### src/rtl/cau_pkg.sv
// ----------------------------------------------------------------------------
// cau_pkg: shared types and constants of the complex arithmetic unit
// Holds the data widths, operation and status codes and the record that
// travels down the division cell chain.
// ----------------------------------------------------------------------------
package cau_pkg;

    localparam int DATA_WIDTH = 32;
    localparam int FRAC_BITS  = 16;

    localparam int PROD_W    = 2 * DATA_WIDTH;     // exact product / magnitude width
    localparam int VAL_W     = 2 * DATA_WIDTH + 1; // signed sum of two products
    localparam int SUM_W     = DATA_WIDTH + 1;     // signed sum of two operands
    localparam int SHIFT_HI  = DATA_WIDTH - FRAC_BITS;
    localparam int NUM_CELLS = DATA_WIDTH;         // one quotient bit per cell

    localparam logic [DATA_WIDTH-1:0] MAX_VAL = {1'b0, {(DATA_WIDTH-1){1'b1}}};
    localparam logic [DATA_WIDTH-1:0] MIN_VAL = {1'b1, {(DATA_WIDTH-1){1'b0}}};
    localparam logic [PROD_W-1:0]     NEG_LIM = PROD_W'(1) << (DATA_WIDTH - 1);
    localparam logic [PROD_W-1:0]     POS_LIM = NEG_LIM - PROD_W'(1);

    typedef enum logic [1:0] {
        OP_ADD = 2'd0,
        OP_SUB = 2'd1,
        OP_MUL = 2'd2,
        OP_DIV = 2'd3
    } t_op;

    typedef enum logic [1:0] {
        ST_OK      = 2'd0,
        ST_DIVZERO = 2'd1,
        ST_OVF     = 2'd2
    } t_status;

    // One result part in sign-magnitude form. For a division, rem is the
    // partial remainder and sh shifts out dividend bits while quotient bits
    // shift in. For the other operations rem already holds the magnitude.
    typedef struct packed {
        logic                  neg;
        logic                  ovf;
        logic [PROD_W-1:0]     rem;
        logic [DATA_WIDTH-1:0] sh;
    } t_part;

    typedef struct packed {
        t_op               op;
        logic              divzero;
        logic [PROD_W-1:0] den;
        t_part             re;
        t_part             im;
    } t_ctx;

endpackage

### src/rtl/cau_div_cell.sv
// ----------------------------------------------------------------------------
// cau_div_cell: one restoring division step
// Produces one quotient bit for the real and the imaginary part and hands the
// record to the next cell.
// ----------------------------------------------------------------------------
module cau_div_cell
    import cau_pkg::*;
(
    input  logic i_clk,
    input  logic i_rst_n,
    input  logic i_valid,
    output logic o_ready,
    input  t_ctx i_ctx,
    output logic o_valid,
    input  logic i_ready,
    output t_ctx o_ctx
);

    logic r_valid;
    logic rdy;
    t_ctx r_ctx, n_ctx;

    function automatic t_part step(input t_part p, input logic [PROD_W-1:0] den,
                                   input logic active);
        logic [PROD_W:0] r2;
        logic [PROD_W:0] diff;
        logic            take;
        t_part           q;
        r2    = {p.rem, p.sh[DATA_WIDTH-1]};
        diff  = r2 - {1'b0, den};
        take  = r2 >= {1'b0, den};
        q     = p;
        if (active) begin
            q.rem = take ? diff[PROD_W-1:0] : r2[PROD_W-1:0];
            q.sh  = {p.sh[DATA_WIDTH-2:0], take};
        end
        return q;
    endfunction

    assign rdy     = !r_valid || i_ready;
    assign o_ready = rdy;
    assign o_valid = r_valid;
    assign o_ctx   = r_ctx;

    always_comb begin
        n_ctx    = i_ctx;
        n_ctx.re = step(i_ctx.re, i_ctx.den,
                        (i_ctx.op == OP_DIV) && !i_ctx.divzero && !i_ctx.re.ovf);
        n_ctx.im = step(i_ctx.im, i_ctx.den,
                        (i_ctx.op == OP_DIV) && !i_ctx.divzero && !i_ctx.im.ovf);
    end

    always_ff @(posedge i_clk) begin
        if (!i_rst_n) begin
            r_valid <= 1'b0;
        end else if (rdy) begin
            r_valid <= i_valid;
        end
    end

    always_ff @(posedge i_clk) begin
        if (i_valid && rdy) begin
            r_ctx <= n_ctx;
        end
    end

endmodule

### config.mk
export PLATFORM = sky130hd
export DESIGN_NAME = cau_div_cell
export DESIGN_NICKNAME = d
export VERILOG_FILES = /design/src/rtl/cau_pkg.sv /design/src/rtl/cau_div_cell.sv
export SDC_FILE = /design/constraint.sdc
export NUM_CORES = 1
export LEC_CHECK = 0
export BUFFER_PORTS_ARGS = -buffer_cell sky130_fd_sc_hd__buf_2
export CAP_MARGIN = 40
export CORE_AREA = 2 2 206 208
export DETAILED_ROUTE_END_ITERATION = 12
export DIE_AREA = 0 0 208 210
export GPL_TIMING_DRIVEN = 1
export PLACE_DENSITY = 0.75
export SLEW_MARGIN = 10
export SYNTH_ARGS = -nofsm -noshare
export SYNTH_HDL_FRONTEND = slang
export SYNTH_SLANG_ARGS = --single-unit
export TNS_END_PERCENT = 5
### constraint.sdc
create_clock -name i_clk -period 11.35 [get_ports i_clk]
set_clock_uncertainty 0.15 [all_clocks]
set_input_delay 2.27 -clock i_clk [delete_from_list [all_inputs] [get_ports i_clk]]
set_output_delay 2.27 -clock i_clk [all_outputs]
set_load 0.03 [all_outputs]
After elaboration in Yosys (flattened, before gate mapping)

Cells that the tools add are included.

Eq/ne operators: 1
Reductions and logical operators: 9
Magnitude comparators: 2
Mux-type cells: 4
Add/subtract/negate cells: 2

Operator list:

| operator             | count |
|---|---|
| $mux W96             | 2 |
| $ge A65 B64 Y1       | 2 |
| $mux W64             | 2 |
| $sub A64 B64 Y64     | 2 |
| $logic_and A1 B1 Y1  | 4 |
| $logic_not A1 Y1     | 4 |
| $eq A2 B2 Y1 const B | 1 |
| $logic_or A1 B1 Y1   | 1 |

Register bits after elaboration: 264
Bits of input ports: 267
Output and inout bits: 265
Logic and storage cells: 30

Depth between registers and ports, before layout

Depth in word-level cells: 4
Depth in mapped cells: 15
Mapped depth without buffers: 14

Worst setup path before layout

OpenSTA, ideal clock, no wires.

Path kind: input-to-reg
Start point: input i_ready
End point: register r_ctx, in the netlist o_ctx[0], enable pin
Required time: 10.544 ns
Setup slack: 1.936 ns
Arrival time: 8.608 ns
Stages: 2
Setup time: 0.656 ns
Buffers on the path: 0
Cell sequence: nand2b_1 -> and2_1

Cells in the longest elaborated chain, start to end: 2

RTL lines:

| item                 | line               | source |
|---|---|---|
| from (decl)          | cau_div_cell.sv:15 | `input logic i_ready,` |
| $logic_or A1 B1 Y1   | cau_div_cell.sv:40 | `assign rdy = !r_valid \|\| i_ready;` |
| $logic_and A1 B1 Y1  | cau_div_cell.sv:62 | `if (i_valid && rdy) begin` |
| to (signal assigned) | cau_div_cell.sv:63 | `r_ctx <= n_ctx;` |
| to (decl)            | cau_div_cell.sv:21 | `t_ctx r_ctx, n_ctx;` |

No other way between the ends.
A chain may end at the register's enable or synchronous reset.

==> metrics.txt <==
outcome=finished, final reports clean; DRC Markers=0; largest family of logic cells by synthesized area=compound AO/OA/AOI/OAI gates; fin crit period=6.30 ns; Distinct cells, synth=91; vias=18,600; Cells after Synth=2,206; DR iter-0 viols=1,660; layout cells sized above 1=0.231; gr usage total=0.306; Initial Util=0.472; Hold Buf Count CTS=0; Post-synth EDFFs=263; Antenna Violating Nets Remaining=0; CTS resizes=0; Synth area leader=edfxtp_1; Core ar.=0.0415 mm²; Worst setup SP type=input port; worst r2r src=o_valid; Async SR Flop Fraction=0; Power, Total=2.99 mW; DIE HEIGHT=210 µm; setup TNS=0 ns; R2R Setup Slk=9.07 ns; Peak VDD IR=0.0000977 V; grt total ovfl=0; Max Root-Sink Buffers=3; WL/cell=21.6 µm; HP Start=o_valid; Post-Synth Simple-Gate Area=0.185; area delta synth->final=19.5%; commonest non-fill, non-tap cell in the layout=buf_2; Port Buffer Count=531; max_cap viols=0; Synth Area in Adders=0.0838; die area=0.0437 mm²; multiplexer area fraction after synthesis=0.0292; Slew @ Worst Pin=0.963 ns; CP Capture Type=register; initial antenna violation count=6; Mapped Area=0.0196 mm²; clock sink count=264; Fmax=159 MHz; TritonRoute pass-1 iters=5; Rows=75; nets=3,065; R2R depth=3; syn nets=2,603; Worst Hold Path EP=o_valid; later-pin clock latency in the skew report=0.55 ns; data arrival time of the critical path=6.44 ns; global-route wire length before repair=104,000 µm; Synth Area in XOR/XNOR=0.0488; Yosys Warn Count=0; CTS H-Tree Depth=1; Setup WS pre-CTS=4.51 ns; static leakage=10.5 nW; final wirelength=69,600 µm; Pwr per Cell Area=128 mW/mm²; RSZ-0062 raised after global routing=false; sequential share of the synthesized area=0.404; HP Class=reg -> reg; clock root cell=clkbuf_16; largest net degree at the start of global routing=153; worst r2r dst=o_ctx[87]; routability cong.=0.954; top_reg_cell synth=edfxtp_1; setup violators final=0; number of setup buffers added after CTS=0; fin worst setup slack=5.05 ns; commonest cells after routing, fill and taps aside=buf_2, nand2_1, edfxtp_1; post-synthesis compound-gate area fraction=0.202; vias in the first global route=18,000; register bit total from synthesis=264; syn avg cell area=8.88 µm²; Final HPWL DP=56,000 µm; top-area cell type share of the netlist area=0.403; CTS Buf Count=29; Slew headroom=0.358; Crit path required time=11.49 ns; post-route clock period utilization=0.555; cells taking the most area after synthesis=edfxtp_1, nand2_1, ha_1, a21oi_1, xnor2_1; CP max FO=52; Hold Vio Cnt, Final=0; Worst Hold Depth=2; CTS tree=yes; count of final max-slew check failures=0; io pins=532; clock-pin slew on the worst setup and hold paths=0.06 ns; vias per cell=5.77; critical path type=in -> reg; Die X=208 µm
-- stage by stage --
stage | util | hold slack, ns | instance area [µm²] | std cells
finish | 0.564 | 0.404 | 23400 | 3230
global route | 0.564 | 0.440 | 23400 | 3229
CTS | 0.563 | 0.398 | 23400 | 3225
detailed placement | 0.544 | 0.386 | 22500 | 3175
global placement | 0.542 | 0.362 | 22500 | 3173
floorplan | - | 0.735 | 19600 | 2206
-- area by class of cell --
type	instances	area, µm²
antenna	4	10.0
clock buffer	36	752
clock inverter	14	68.8
fill	3858	18100
inverter	101	379
multi-input combinational	1729	10800
sequential	264	7920
tap	539	674
timing repair buffer	543	2820
-- worst max path at each step --
stage                          start         to  slack, ns
after floorplan              i_ready   o_ctx[0]       1.94
after global placement    i_ctx[197]  o_ctx[71]       4.31
after detailed placement  i_ctx[197]  o_ctx[86]       4.51
after CTS                 i_ctx[197]  o_ctx[70]       5.06
after global routing      i_ctx[197]  o_ctx[90]       4.80
final                     i_ctx[216]  o_ctx[87]       5.05
-- power breakdown --
| part | internal [mW] | switching [mW] |
|---|---|---|
| combinational | 0.331 | 0.638 |
| sequential | 1.15 | 0.0177 |
| clock | 0.464 | 0.382 |
| total | 1.95 | 1.04 |
-- registers in the layout, indices dropped and copies added (netlist names) --
name	cells
o_ctx	263
o_valid	1
-- routing by layer --
layer / GRT usage / up-vias / part of all wire
met3: 0.0457 / 136 / 0.069
met5: 0 / - / 0.00052
met4: 0.125 / 6 / 0.044
met1: 0.388 / 8756 / 0.41
met2: 0.524 / 774 / 0.48
li1: - / 8966 / -
-- cells in the mapped netlist, types with 4 or more instances --
master    number
edfxtp_1     263
o211ai_1      24
nand2_1      460
o311ai_1       5
nor3_1        29
or2_2          4
and4_1        10
a21oi_1      172
o31ai_1        7
and2_1        15
nor4_1         6
a41oi_1        4
o21a_1        16
a31oi_1       70
o21ai_1       53
clkbuf_1      73
o21bai_1      29
nand2b_1      14
nor2_1       123
buf_2         22
or3_1         13
mux2i_1       56
a221o_1        4
and3_1        20
a211oi_1      16
a21o_1        63
a21boi_0      10
buf_6         10
xnor2_1       68
ha_1         128
o21ai_0       92
nand3_1       44
nor2b_1       14
xor2_1        41
nand4_1       32
inv_1        101
-- worst max-delay path, cell delays in order --
cell and delay [ns]:
buf_2 0.11, inv_1 0.15, ha_1 0.34, a21oi_1 0.27
o21ai_1 0.13, a311o_1 0.40, a31oi_1 0.24, o32ai_2 0.16
o31ai_2 0.36, o31ai_2 0.16, a31oi_4 0.41, buf_16 0.22
buf_4 0.61, nand2b_1 0.42, o211ai_1 0.16
-- logic make-up after synthesis --
family	count (synthesis)
adder cells (fa/ha/maj)	130
AND/OR/NAND/NOR	811
XOR/XNOR	109
AO/OA/AOI/OAI	622
multiplexers	57
buffers and inverters	213
flip-flops	264
Power figures use the tool's default switching activity.
