[src/rtl/cau_pkg.sv]
// ----------------------------------------------------------------------------
// cau_pkg: shared types and constants of the complex arithmetic unit
// Holds the data widths, operation and status codes and the record that
// travels down the division cell chain.
// ----------------------------------------------------------------------------
package cau_pkg;

    localparam int DATA_WIDTH = 32;
    localparam int FRAC_BITS  = 16;

    localparam int PROD_W    = 2 * DATA_WIDTH;     // exact product / magnitude width
    localparam int VAL_W     = 2 * DATA_WIDTH + 1; // signed sum of two products
    localparam int SUM_W     = DATA_WIDTH + 1;     // signed sum of two operands
    localparam int SHIFT_HI  = DATA_WIDTH - FRAC_BITS;
    localparam int NUM_CELLS = DATA_WIDTH;         // one quotient bit per cell

    localparam logic [DATA_WIDTH-1:0] MAX_VAL = {1'b0, {(DATA_WIDTH-1){1'b1}}};
    localparam logic [DATA_WIDTH-1:0] MIN_VAL = {1'b1, {(DATA_WIDTH-1){1'b0}}};
    localparam logic [PROD_W-1:0]     NEG_LIM = PROD_W'(1) << (DATA_WIDTH - 1);
    localparam logic [PROD_W-1:0]     POS_LIM = NEG_LIM - PROD_W'(1);

    typedef enum logic [1:0] {
        OP_ADD = 2'd0,
        OP_SUB = 2'd1,
        OP_MUL = 2'd2,
        OP_DIV = 2'd3
    } t_op;

    typedef enum logic [1:0] {
        ST_OK      = 2'd0,
        ST_DIVZERO = 2'd1,
        ST_OVF     = 2'd2
    } t_status;

    // One result part in sign-magnitude form. For a division, rem is the
    // partial remainder and sh shifts out dividend bits while quotient bits
    // shift in. For the other operations rem already holds the magnitude.
    typedef struct packed {
        logic                  neg;
        logic                  ovf;
        logic [PROD_W-1:0]     rem;
        logic [DATA_WIDTH-1:0] sh;
    } t_part;

    typedef struct packed {
        t_op               op;
        logic              divzero;
        logic [PROD_W-1:0] den;
        t_part             re;
        t_part             im;
    } t_ctx;

endpackage

[src/rtl/cau_out.sv]
// ----------------------------------------------------------------------------
// cau_out: saturation and output register
// Clamps each part to the signed data range and forms the status code.
// ----------------------------------------------------------------------------
module cau_out
    import cau_pkg::*;
(
    input  logic                         i_clk,
    input  logic                         i_rst_n,
    input  logic                         i_valid,
    output logic                         o_ready,
    input  t_ctx                         i_ctx,
    output logic                         o_valid,
    input  logic                         i_ready,
    output logic signed [DATA_WIDTH-1:0] o_res_re,
    output logic signed [DATA_WIDTH-1:0] o_res_im,
    output logic [1:0]                   o_status
);

    logic                  r_valid;
    logic                  rdy;
    logic [DATA_WIDTH-1:0] r_re, r_im, n_re, n_im;
    t_status               r_status, n_status;
    logic [DATA_WIDTH:0]   sat_re, sat_im;

    // Returns {clamped, value}.
    function automatic logic [DATA_WIDTH:0] saturate(input t_part p, input t_op op);
        logic [PROD_W-1:0]     mag;
        logic [PROD_W-1:0]     neg_mag;
        logic [DATA_WIDTH-1:0] v;
        logic                  o;
        if (op == OP_DIV) begin
            mag = p.ovf ? {PROD_W{1'b1}} : PROD_W'(p.sh);
        end else begin
            mag = p.rem;
        end
        neg_mag = ~mag + PROD_W'(1);
        o       = 1'b0;
        if (p.neg) begin
            if (mag > NEG_LIM) begin
                v = MIN_VAL;
                o = 1'b1;
            end else begin
                v = neg_mag[DATA_WIDTH-1:0];
            end
        end else if (mag > POS_LIM) begin
            v = MAX_VAL;
            o = 1'b1;
        end else begin
            v = mag[DATA_WIDTH-1:0];
        end
        return {o, v};
    endfunction

    assign rdy      = !r_valid || i_ready;
    assign o_ready  = rdy;
    assign o_valid  = r_valid;
    assign o_res_re = r_re;
    assign o_res_im = r_im;
    assign o_status = r_status;

    always_comb begin
        sat_re = saturate(i_ctx.re, i_ctx.op);
        sat_im = saturate(i_ctx.im, i_ctx.op);
        if (i_ctx.divzero) begin
            n_re     = '0;
            n_im     = '0;
            n_status = ST_DIVZERO;
        end else begin
            n_re     = sat_re[DATA_WIDTH-1:0];
            n_im     = sat_im[DATA_WIDTH-1:0];
            n_status = (sat_re[DATA_WIDTH] || sat_im[DATA_WIDTH]) ? ST_OVF : ST_OK;
        end
    end

    always_ff @(posedge i_clk) begin
        if (!i_rst_n) begin
            r_valid <= 1'b0;
        end else if (rdy) begin
            r_valid <= i_valid;
        end
    end

    always_ff @(posedge i_clk) begin
        if (i_valid && rdy) begin
            r_re     <= n_re;
            r_im     <= n_im;
            r_status <= n_status;
        end
    end

endmodule

[config.mk]
export PLATFORM = sky130hd
export DESIGN_NAME = cau_out
export DESIGN_NICKNAME = d
export VERILOG_FILES = /design/src/rtl/cau_pkg.sv /design/src/rtl/cau_out.sv
export SDC_FILE = /design/constraint.sdc
export NUM_CORES = 1
export LEC_CHECK = 0
export BUFFER_PORTS_ARGS = -buffer_cell sky130_fd_sc_hd__buf_2
export CAP_MARGIN = 15
export CORE_AREA = 8 8 124 126
export CTS_CLUSTER_DIAMETER = 80
export DETAILED_ROUTE_END_ITERATION = 16
export DIE_AREA = 0 0 132 134
export PLACE_DENSITY = 0.83
export SLEW_MARGIN = 20
export SYNTH_ARGS = -nofsm -noshare
export SYNTH_HDL_FRONTEND = slang
export SYNTH_SLANG_ARGS = --single-unit
[constraint.sdc]
create_clock -name i_clk -period 8.9 [get_ports i_clk]
set_input_delay 0.89 -clock i_clk [delete_from_list [all_inputs] [get_ports i_clk]]
set_output_delay 0.89 -clock i_clk [all_outputs]
set_load 0.005 [all_outputs]
* Word level (Yosys, flattened, before mapping)
Cells that the tools add are included.
Word-level totals: register bits 67, input port bits 267, output and inout bits 68, word-level logic and storage cells 34
Operators by class: $add $sub $neg 2, order comparisons 4, eq/ne operators 1, mux-type cells 17, bitwise operators 2, reductions and logical operators 4
Operator list (number):
- $mux 64 | 4
- $mux 32 | 6
- $gt 64x31->1 const B | 2
- $gt 64x32->1 const B | 2
- $add 32x1->32 const B | 2
- $not 32->32 | 2
- $mux 1 | 6
- $eq 2x2->1 const B | 1
- $logic_or 1x1->1 | 2
- $mux 2 | 1
- $logic_and 1x1->1 | 1
- $logic_not 1->1 | 1

* Longest topological paths before layout
Gate-level depths: netlist of run 1.
depth in word-level cells 7, depth in mapped cells 16, gate-level depth less buffers 11

* Worst setup path after synthesis of run 1
No wires, ideal clock.
path type input to register, start input port i_ctx[262] (netlist name), end register r_im[14] (netlist: o_res_im[14]), data pin, library setup time 167 ps, arrival 3465 ps, data required time 8733 ps, setup slack 5268 ps, cell stages on the path 14, path buffers 5, path through buf_6 > buf_6 > buf_2 > and4bb_2 > or2_2 > clkbuf_1 > ha_1 > inv_1 > nor4b_4 > nand4_1 > o41ai_2 > buf_4 > o21ai_1 > a221oi_2
Between the ends: cells in the longest elaborated chain, start to end 6, elaborated cells between the ends (all ways) 9, classes of those cells add/sub: 1; order compare: 2; eq/ne: 1; mux: 4; bitwise: 1
Ends and longest elaborated chain:
- from (decl) | RTL line cau_out.sv:12 | input t_ctx i_ctx,
- $eq 2x2->1 * | RTL line cau_out.sv:32 | if (op == OP_DIV) begin
- $mux 64 * | RTL line cau_out.sv:32
- parallel branches: the longest is 3 deep, another holds $gt 64x31->1
- $mux 32 * | RTL line cau_out.sv:39 | if (p.neg) begin
- to (signal assigned) | RTL line cau_out.sv:87 | r_im <= n_im;
- to (decl) | RTL line cau_out.sv:22 | logic [DATA_WIDTH-1:0] r_re, r_im, n_re, n_im;
Every way passes the cells marked *. A chain may end at the register's enable or synchronous reset.

* Worst setup path in the final report of run 1
start input port i_ctx[261] (netlist name), end register r_im[1] (netlist: o_res_im[1]), data pin
The elaborated chain is that of the path after synthesis.

==> results.json, run 1 <==
{
  "outcome": "finished, final reports clean",
  "p_sw_mw": 0.2851,
  "p_leak_nw": 3.484,
  "post_cts_resized": 0,
  "die-height_um": 134,
  "critPathKind": "in -> reg",
  "cts_hold_buf": 0,
  "yosys.area.top_type_share_pct": 31.95,
  "die_area_mm2": 0.01769,
  "path_clk_slew_ps": 60,
  "ys_types": 70,
  "synth.area.mux_share_pct": 2.481,
  "synth_compound_area_share_pct": 27.92,
  "p_int_mw": 0.6891,
  "wirelength_um": 22450,
  "via_count": 7136,
  "wl_per_cell_um": 19.42,
  "final_hold_viol_count": 0,
  "grt_start_max_net_pins": 67,
  "endpoint_kind": "flip-flop",
  "viasPerCell": 6.173,
  "yosys.area_share.simple_pct": 28.65,
  "synth.area.top_cells": "edfxtp_1 32%, a21oi_1 8.8%, nor2_1 4.2%",
  "tightest_slew_ps": 1161,
  "die_w_um": 132,
  "insertion_delay_ps": 330,
  "gp_congestion": 0.9206,
  "ys_ff_latch": 67,
  "cts_tree": "done",
  "coreArea_mm2": 0.01350,
  "sequentialPowerShare_pct": 38.9,
  "fin_crit_ps": 5125,
  "syn-instance-count": 739,
  "synth-edff-count": 66,
  "final_cells": 1156,
  "place_ws_ps": 3618,
  "arrival_ps": 5210,
  "postCtsSetupBuffers": 0,
  "rsz0062_at_grt": "false",
  "max_clock_freq_mhz": 195.1,
  "setup-tns-final_ps": 0,
  "synth_area_per_cell_um2": 8.393,
  "setup_violations": 0,
  "swShare_pct": 29.26,
  "layout-drive-gt1-share_pct": 36.07,
  "dpl.hpwl_um": 16850,
  "synth_top_family_by_area": "simple AND/OR/NAND/NOR gates",
  "hold_class": "reg -> reg",
  "relSlewSlack_pct": 22.42,
  "syn_area_mm2": 0.006202,
  "synthAdderAreaFrac_pct": 0.8069,
  "portBuffers": 270,
  "grt-ovfl-total": 0,
  "ys_seq_area_share_pct": 32.28,
  "power_mw": 0.9742,
  "setup_ws_ps": 3775,
  "power_frac_clock_pct": 35.9,
  "drc": 0,
  "synth_top_area_cell": "edfxtp_1",
  "peakVddDrop_mv": 0.06554,
  "antenna_found_initial": 0,
  "async_reset_ff_share_pct": 0,
  "grt_usage_pct": 23.41,
  "io_pins": 335,
  "cts-root-buf": "clkbuf_16",
  "clk_path_buf_depth": 2,
  "htree_num_levels": 3,
  "combPwrFrac_pct": 25.2,
  "critPathLaunchType": "input port",
  "dp.cells": 1140,
  "num_rows": 43,
  "grt_pass1_vias": 6604,
  "syn-num-nets": 1010,
  "grt_first_pass_wirelength_um": 33890,
  "cts_buffers": 9,
  "clock-sinks": 67,
  "skew_ps": 5.782,
  "ys.flop_type": "edfxtp_1",
  "firstDrtPassIters": 8,
  "slew_violations": 0,
  "cap_violations": 0,
  "postRouteAntennaNets": 0,
  "required_ps": 8990,
  "post-route-period-util_pct": 57.58,
  "num_antenna_cells": 0,
  "drtIter0Drc": 816,
  "initial_core_util_pct": 45.93,
  "area_delta_synth_final_pct": 26.12,
  "layout.nets": 1242,
  "synth_xor_area_share_pct": 1.695,
  "ys_warn_count": 0,
  "p_per_area_mw_per_mm2": 124.5,
  "critPathMaxFanout": 44
}
==> cell usage after synthesis (4+ instances only) <==
cell / number
a21oi_1: 109
nor2_1: 69
edfxtp_1: 66
nand2_1: 57
clkbuf_1: 31
o21ai_0: 29
nor3_1: 24
nor4_1: 23
or2_2: 21
nand3_1: 19
and4bb_2: 17
a21o_1: 16
a221oi_1: 16
inv_1: 15
o21ai_1: 15
o22ai_1: 15
o211a_1: 14
buf_2: 12
mux2i_1: 12
a211oi_1: 10
and4bb_1: 9
buf_6: 9
nand4_1: 9
o31ai_1: 8
nand2b_1: 7
or3_1: 7
xnor2_1: 7
and3_1: 6
buf_4: 6
and2_1: 5
and4_1: 5
xor2_1: 5
a31oi_1: 4
ha_1: 4
nor2b_1: 4
==> flip-flops by register name, summed over array words and instances (netlist names) <==
name	count
o_res_re	32
o_valid	1
o_status	2
o_res_im	32
==> through the flow <==
step | area, um2 | hold slack [ps] | utilization [%]
2_1_floorplan | 6202 | 536.6 | -
3_3_place_gp | 7536 | 500.1 | 55.80
3_5_place_dp | 7536 | 517.5 | 55.80
4_1_cts | 7823 | 525.4 | 57.93
5_1_grt | 7823 | 546.4 | 57.93
6_report | 7823 | 530.0 | 57.93
==> cells by family (layout without fill, tap and decap cells) <==
group | count (synthesis) | after routing
and+or+nand+nor | 297 | 297
DFF | 67 | 67
buffers and inverters | 74 | 311
adders and majority gates | 4 | 4
muxes | 15 | 15
xor gates and xnor gates | 12 | 12
AOI/OAI and AO/OA | 270 | 270
==> layer usage <==
metal | global-route usage (%) | vias up | share of wire, %
met5 | 0 | - | 0
met2 | 39.07 | 428 | 47
met3 | 5.797 | 52 | 10
met1 | 28.96 | 3336 | 40
li1 | - | 3320 | -
met4 | 7.849 | 0 | 2.5
==> cell usage in the layout, fill, tap and decap left out, types with 10 or more instances in the layout <==
cell and count:
a211oi_1 10, a21o_1 16, a21oi_1 109, a221oi_1 16, and4bb_2 17, buf_2 270
edfxtp_1 66, inv_1 15, mux2i_1 12, nand2_1 57, nand3_1 19, nor2_1 69
nor3_1 24, nor4_1 23, o211a_1 14, o21ai_0 29, o21ai_1 15, o22ai_1 15
or2_2 21
==> area by class of cell <==
class / instances / area, um2
inverter: 16 / 60.06
clock inverter: 5 / 53.80
sequential: 67 / 2002
clock buffer: 11 / 232.7
tap: 180 / 225.2
fill: 1226 / 5682
timing repair buffer: 279 / 1419
multi-input combinational: 598 / 3830
==> critical path, stage by stage <==
cell	delay [ps]
buf_2	630
buf_4	450
and4bb_2	330
nor2_1	110
inv_1	110
ha_1	170
inv_1	90
nor4b_4	490
nand4_1	260
o41ai_4	770
buf_4	360
a21oi_1	100
a211oi_1	400
==> worst paths after layout <==
path                              from                         end  slack [ps]  depth (start not counted)
hold / removal    o_valid$_SDFFE_PN0N_        o_valid$_SDFFE_PN0N_         530                          2
setup reg to reg  o_valid$_SDFFE_PN0N_  o_res_re[16]$_SDFFCE_PP0P_        7260                          3
setup / recovery            i_ctx[261]   o_res_im[1]$_SDFFCE_PP0P_        3780                         13
hold reg to reg   o_valid$_SDFFE_PN0N_        o_valid$_SDFFE_PN0N_         530                          2
==> power by group through the flow <==
stage,Combinational (mW),Sequential (mW),Clock (mW)
5_1_grt,0.266,0.381,0.365
4_1_cts,0.242,0.380,0.353
2_1_floorplan,0.139,0.389,0
3_5_place_dp,0.241,0.386,0
3_3_place_gp,0.237,0.385,0
6_report,0.245,0.379,0.350
No activity file was read; power rests on OpenSTA's default activity.
==> run 2: changes to the inputs <==
--- a/config.mk
+++ b/config.mk
@@ -7,11 +7,11 @@
 export LEC_CHECK = 0
 export BUFFER_PORTS_ARGS = -buffer_cell sky130_fd_sc_hd__buf_2
 export CAP_MARGIN = 15
-export CORE_AREA = 8 8 124 126
+export CORE_MARGIN = 8
+export CORE_UTILIZATION = 42
 export CTS_CLUSTER_DIAMETER = 80
 export DETAILED_ROUTE_END_ITERATION = 16
-export DIE_AREA = 0 0 132 134
-export PLACE_DENSITY = 0.83
+export PLACE_DENSITY = 0.79
 export SLEW_MARGIN = 20
 export SYNTH_ARGS = -nofsm -noshare
 export SYNTH_HDL_FRONTEND = slang
==> constraint.sdc (replaced) <==
create_clock -name i_clk -period 4.5 [get_ports i_clk]
set_input_delay 0.45 -clock i_clk [delete_from_list [all_inputs] [get_ports i_clk]]
set_output_delay 0.45 -clock i_clk [all_outputs]
set_load 0.005 [all_outputs]
==> run 2 against run 1 <==
Net effect: non-clock buffer count increased by 15; first-iteration DRC count decreased by 10%; clock power increased by 92%; critical endpoint is now o_res_re[16]$_SDFFCE_PP0P_; highest routed layer unchanged; largest power group unchanged.
==> results.json, run 2 (synthesized netlist as in run 1, its figures left out) <==
{
  "fill_cells": 1449,
  "drc": 0,
  "htree_num_levels": 3,
  "top_usage_layer": "met2",
  "regArea_mm2": 0.002002,
  "coreArea_mm2": 0.01448,
  "cap_violations": 0,
  "r2r_cells": 3,
  "wl_per_cell_um": 20.05,
  "required_ps": 4620,
  "post-route-period-util_pct": 82.68,
  "critPathMaxFanout": 15,
  "firstDrtPassIters": 6,
  "cpPeakStageDelay_ps": 520,
  "num_rows": 44,
  "grt_pass1_vias": 6759,
  "p_leak_nw": 3.560,
  "final_hold_viol_count": 0,
  "met1_usage_pct": 29.09,
  "slew_violations": 0,
  "path_cells": "buf_2, and4bb_2, nor2_1, inv_1, ha_1, and4b_1, a22oi_1, nor4b_4, nand2_2, o31ai_2, buf_4, o21ai_0, a221oi_1",
  "via_count": 7164,
  "insertion_delay_ps": 340,
  "antenna_found_initial": 0,
  "layout.nets": 1257,
  "layout_common_cells": "270 x buf_2, 109 x a21oi_1, 69 x nor2_1, 66 x edfxtp_1, 57 x nand2_1",
  "final_common_cell": "buf_2",
  "layout-drive-gt1-share_pct": 37.03,
  "rr_endpoint": "o_res_re[30]$_SDFFCE_PP0P_",
  "hold_path.startpoint": "i_valid",
  "rrSetupSlack_ps": 2480,
  "grt_usage_pct": 23.54,
  "relSlewSlack_pct": 47.29,
  "num_antenna_cells": 0,
  "dpl.hpwl_um": 18270,
  "max_clock_freq_mhz": 268.8,
  "critPathLaunchType": "input port",
  "rsz0062_at_grt": "false",
  "critPathKind": "in -> reg",
  "p_per_area_mw_per_mm2": 242.1,
  "clock-sinks": 67,
  "cts-root-buf": "clkbuf_16",
  "portBuffers": 270,
  "initial_core_util_pct": 42.84,
  "dp.cells": 1159,
  "grt-ovfl-total": 0,
  "setup-tns-final_ps": 0,
  "cts_buffers": 9,
  "cts_tree": "done",
  "tightest_slew_ps": 790.7,
  "skew_ps": 4.904,
  "use_met3_pct": 7.148,
  "die_area_mm2": 0.01891,
  "worst-path-buf-inv": 3,
  "area_delta_synth_final_pct": 27.86,
  "io_pins": 335,
  "final_cells": 1175,
  "clk_path_buf_depth": 2,
  "multi_input_area_mm2": 0.003830,
  "wirelength_um": 23550,
  "grt_first_pass_wirelength_um": 34710,
  "outcome": "finished, final reports clean",
  "endpoint_kind": "flip-flop",
  "critPathTopFamily": "simple AND/OR/NAND/NOR gates",
  "arrival_ps": 3840,
  "die_w_um": 137.5,
  "min_to": "o_valid$_SDFFE_PN0N_",
  "postRouteAntennaNets": 0,
  "grt_util_met2_pct": 37.47,
  "postCtsSetupBuffers": 0,
  "path_clk_slew_ps": 60,
  "timing.rr.start": "o_valid$_SDFFE_PN0N_",
  "hold_class": "in -> reg",
  "post_cts_resized": 0,
  "viasPerCell": 6.097,
  "min_path_cells": 3,
  "gp_congestion": 0.9080,
  "fin_crit_ps": 3721,
  "die-height_um": 137.5,
  "grt_start_max_net_pins": 55,
  "drtIter0Drc": 734,
  "peakVddDrop_mv": 0.1667,
  "setup_violations": 0,
  "cts_hold_buf": 0,
  "cp_slowest_cell": "o31ai_2"
}
==> run 2: changes by cell type in the layout (fill, tap and decap cells not counted), sizes merged <==
cell,delta
clkinv,-1
clkinvlp,-1
bufinv,-1
buf,+15
clkbuf,+3
==> run 2: metrics by stage <==
step	hold WS, ps	utilization (%)	instance area (um2)	total power [mW]	worst slack, ps
final	362.6	54.77	7930	1.920	779.2
after global routing	365.5	54.77	7930	2.004	673.5
after CTS	349.6	54.77	7930	1.927	924.9
after detailed placement	521.9	52.86	7654	1.254	665.1
after global placement	510.9	52.86	7654	1.244	712.0
after floorplan	536.6	-	6202	1.044	1308
==> run 2: tightest hold or removal path: cells and delay by family <==
kind / cells / cell delay, ps
AOI/OAI and AO/OA: 1 / 60
buffers and inverters: 2 / 140
==> run 2: worst max path at each step <==
stage / from / endpoint / slack [ps] / cells after the start
floorplan: i_ctx[262] / o_res_im[14]$_SDFFCE_PP0P_ / 1310 / 14
global placement: i_ctx[261] / o_res_re[16]$_SDFFCE_PP0P_ / 710 / 13
detailed placement: i_ctx[261] / o_res_im[15]$_SDFFCE_PP0P_ / 670 / 13
CTS: i_ctx[261] / o_res_re[16]$_SDFFCE_PP0P_ / 920 / 13
global route: i_ctx[261] / o_res_re[16]$_SDFFCE_PP0P_ / 670 / 13
finish: i_ctx[261] / o_res_re[16]$_SDFFCE_PP0P_ / 780 / 13
==> run 2: where the power goes <==
group	total [mW]	internal [mW]	switching (mW)
logic	0.499	0.205	0.294
registers	0.750	0.738	0.0119
clock network	0.671	0.403	0.268
==> run 2: final cells by class <==
cell class	instances	share of cell area (%)
multi-input combinational	598	48.30
sequential	67	25.24
timing repair buffer	294	19.31
clock buffer	14	3.329
tap	184	2.903
inverter	16	0.7573
clock inverter	2	0.1578
==> run 2: layer usage <==
layer,part of all wire [%],vias up
li1,-,3351
met1,40,3334
met2,46,432
met3,11,47
met4,2.8,0
met5,0,-
==> run 3: changes to the inputs <==
--- a/config.mk
+++ b/config.mk
@@ -5,13 +5,14 @@
 export SDC_FILE = /design/constraint.sdc
 export NUM_CORES = 1
 export LEC_CHECK = 0
+export ABC_AREA = 1
 export BUFFER_PORTS_ARGS = -buffer_cell sky130_fd_sc_hd__buf_2
 export CAP_MARGIN = 15
 export CORE_MARGIN = 8
-export CORE_UTILIZATION = 42
+export CORE_UTILIZATION = 44
 export CTS_CLUSTER_DIAMETER = 80
 export DETAILED_ROUTE_END_ITERATION = 16
-export PLACE_DENSITY = 0.79
+export PLACE_DENSITY = 0.8
 export SLEW_MARGIN = 20
 export SYNTH_ARGS = -nofsm -noshare
 export SYNTH_HDL_FRONTEND = slang
==> constraint.sdc (replaced) <==
create_clock -name i_clk -period 3.1 [get_ports i_clk]
set_input_delay 0.31 -clock i_clk [delete_from_list [all_inputs] [get_ports i_clk]]
set_output_delay 0.31 -clock i_clk [all_outputs]
set_load 0.005 [all_outputs]
==> run 3 against run 2 <==
Net effect: sequential power grew 44%; flip-flop and latch count is the same; critical path depth grew 1; clock power grew 36%; clock skew grew 2.2 ps; register-to-register slack lost 1100 ps; non-clock buffer count grew 34.
==> results.json, run 3 <==
{
  "place_ws_ps": 217.3,
  "cts_buffers": 9,
  "synth.area.top_cells": "edfxtp_1 28%, nand2_1 15%, nor2_1 12%",
  "via_count": 8520,
  "clk_path_buf_depth": 2,
  "die-height_um": 142.4,
  "hold_path.startpoint": "i_rst_n",
  "grt_pass1_vias": 7937,
  "critPathKind": "in -> reg",
  "outcome": "finished, final reports clean",
  "die_w_um": 142.4,
  "setup_ws_ps": 497.5,
  "layout-drive-gt1-share_pct": 28.25,
  "postRouteAntennaNets": 0,
  "firstDrtPassIters": 6,
  "cap_violations": 0,
  "syn_area_mm2": 0.007024,
  "cts_hold_buf": 0,
  "layout_common_cells": "283 x nand2_1, 270 x buf_2, 231 x nor2_1, 116 x inv_1, 88 x o21ai_0",
  "initial_core_util_pct": 44.54,
  "cts-root-buf": "clkbuf_16",
  "skew_ps": 7.102,
  "final_common_cell": "nand2_1",
  "rrSetupSlack_ps": 1380,
  "syn-num-nets": 1409,
  "num_antenna_cells": 0,
  "path_clk_slew_ps": 60,
  "final_cells": 1646,
  "min_to": "o_valid$_SDFFE_PN0N_",
  "cpPeakStageDelay_ps": 320,
  "ys_ff_latch": 67,
  "p_per_area_mw_per_mm2": 324.0,
  "async_reset_ff_share_pct": 0,
  "clock-sinks": 67,
  "hold_class": "in -> reg",
  "grt_usage_pct": 26.43,
  "cts_tree": "done",
  "synth_top_area_cell": "edfxtp_1",
  "critPathMaxFanout": 25,
  "postCtsSetupBuffers": 0,
  "slew_violations": 0,
  "insertion_delay_ps": 330,
  "ys_seq_area_share_pct": 28.50,
  "timing.rr.start": "o_valid$_SDFFE_PN0N_",
  "relSlewSlack_pct": 32.85,
  "ys.flop_type": "edfxtp_1",
  "arrival_ps": 2780,
  "required_ps": 3280,
  "grt_first_pass_wirelength_um": 41810,
  "startpoint": "i_ctx[261]",
  "grt_start_max_net_pins": 35,
  "antenna_found_initial": 1,
  "wl_per_cell_um": 16.43,
  "rr_endpoint": "o_res_re[22]$_SDFFCE_PP0P_",
  "final_hold_viol_count": 0,
  "syn-instance-count": 1138,
  "portBuffers": 270,
  "max_clock_freq_mhz": 384.3,
  "drtIter0Drc": 971,
  "layout.nets": 1696,
  "synth_area_per_cell_um2": 6.172,
  "die_area_mm2": 0.02026,
  "power_mw": 2.918,
  "coreArea_mm2": 0.01577,
  "setup_violations": 0,
  "post-route-period-util_pct": 83.95,
  "synth.top_cells.by_count": "283 x nand2_1, 231 x nor2_1, 116 x inv_1, 88 x o21ai_0, 87 x nand3_1",
  "yosys.cell_count.top_type": "nand2_1",
  "rsz0062_at_grt": "false",
  "critPathLaunchType": "input port",
  "p_leak_nw": 4.422,
  "grt-ovfl-total": 0,
  "cp_slowest_cell": "nand2_4",
  "fin_crit_ps": 2602,
  "min_path_cells": 2,
  "dp.cells": 1630,
  "num_rows": 46,
  "viasPerCell": 5.176,
  "htree_num_levels": 3,
  "dpl.hpwl_um": 22560,
  "path_cells": "buf_2, nand2_4, nand2_1, o21ai_2, ha_1, nand2_1, nor2_1, nand2_1, nor2_1, nand3_2, nand2_4, buf_4, nand3_1, a21oi_1",
  "tightest_slew_ps": 996.7,
  "path_common_cell": "nand2_1",
  "ys_warn_count": 0,
  "holdWs_ps": 246.3,
  "ys_types": 34,
  "yosys.area.top_type_share_pct": 28.22,
  "synth-edff-count": 66,
  "setup-tns-final_ps": 0,
  "post_cts_resized": 0,
  "r2r_cells": 2,
  "io_pins": 335,
  "area_delta_synth_final_pct": 28.22,
  "drc": 0,
  "gp_congestion": 0.9885,
  "wirelength_um": 27050,
  "endpoint_kind": "flip-flop",
  "peakVddDrop_mv": 0.2576
}
## run 3: cell types whose count changed after synthesis, sizes merged, moves of 43 or more
cell / previous run / this run
nand2: 59 / 293
o21ai: 44 / 115
nand3: 19 / 92
a21oi: 112 / 69
inv: 15 / 124
nor2: 69 / 259
## run 3: worst max-delay path by stage
stage / to / slack (ps) / cells past startpoint
floorplan: o_res_im[0]$_SDFFCE_PP0P_ / 380 / 2
global placement: o_res_re[19]$_SDFFCE_PP0P_ / 230 / 14
detailed placement: o_res_re[19]$_SDFFCE_PP0P_ / 220 / 14
CTS: o_res_re[19]$_SDFFCE_PP0P_ / 540 / 14
global route: o_res_re[27]$_SDFFCE_PP0P_ / 210 / 14
finish: o_res_re[19]$_SDFFCE_PP0P_ / 500 / 14
## run 3: layout make-up
| type | instances | area (um2) |
|---|---|---|
| fillers | 1616 | 6764 |
| multi-input cells | 894 | 4192 |
| flip-flops and latches | 67 | 2002 |
| repair buffers | 328 | 1812 |
| inverters | 125 | 469.2 |
| well taps | 216 | 270.3 |
| clock buffers | 10 | 229.0 |
| clock inverters | 6 | 32.53 |
## run 3: critical path, delay by kind of cell
kind,cells,cell delay [ps]
adder cells (fa/ha/maj),1,260
AO/OA/AOI/OAI,2,290
AND/OR/NAND/NOR,9,1580
buffers and inverters,2,330
## run 3: routing by layer
metal | global-route usage [%] | share of wire [%]
met5 | 0 | 0.048
met4 | 7.383 | 2.1
met3 | 5.770 | 11
met2 | 39.89 | 43
met1 | 37.06 | 45
## run 3: per-stage QoR
stage	utilization [%]	cell area, um2
after floorplan	-	7028
after global placement	55.45	8745
after detailed placement	55.45	8745
after CTS	57.11	9006
after global routing	57.11	9006
final	57.11	9006
## run 3: logic make-up (layout without fill, tap and decap cells)
kind of cell,count (synthesis),after routing,synth area share (%)
buffers and inverters,177,469,12.06
AND/OR/NAND/NOR,675,675,41.52
XOR/XNOR,26,26,3.242
AO/OA/AOI/OAI,189,189,13.96
flip-flops,67,67,28.50
adder cells (fa/ha/maj),4,4,0.7125
## run 3: report_power, final
part | internal (mW) | leakage [nW] | switching (mW) | total, mW
logic | 0.346 | 3.63 | 0.576 | 0.922
registers | 1.07 | 0.666 | 0.0141 | 1.08
clock network | 0.532 | 0.123 | 0.380 | 0.912
total | 1.95 | 4.42 | 0.970 | 2.92
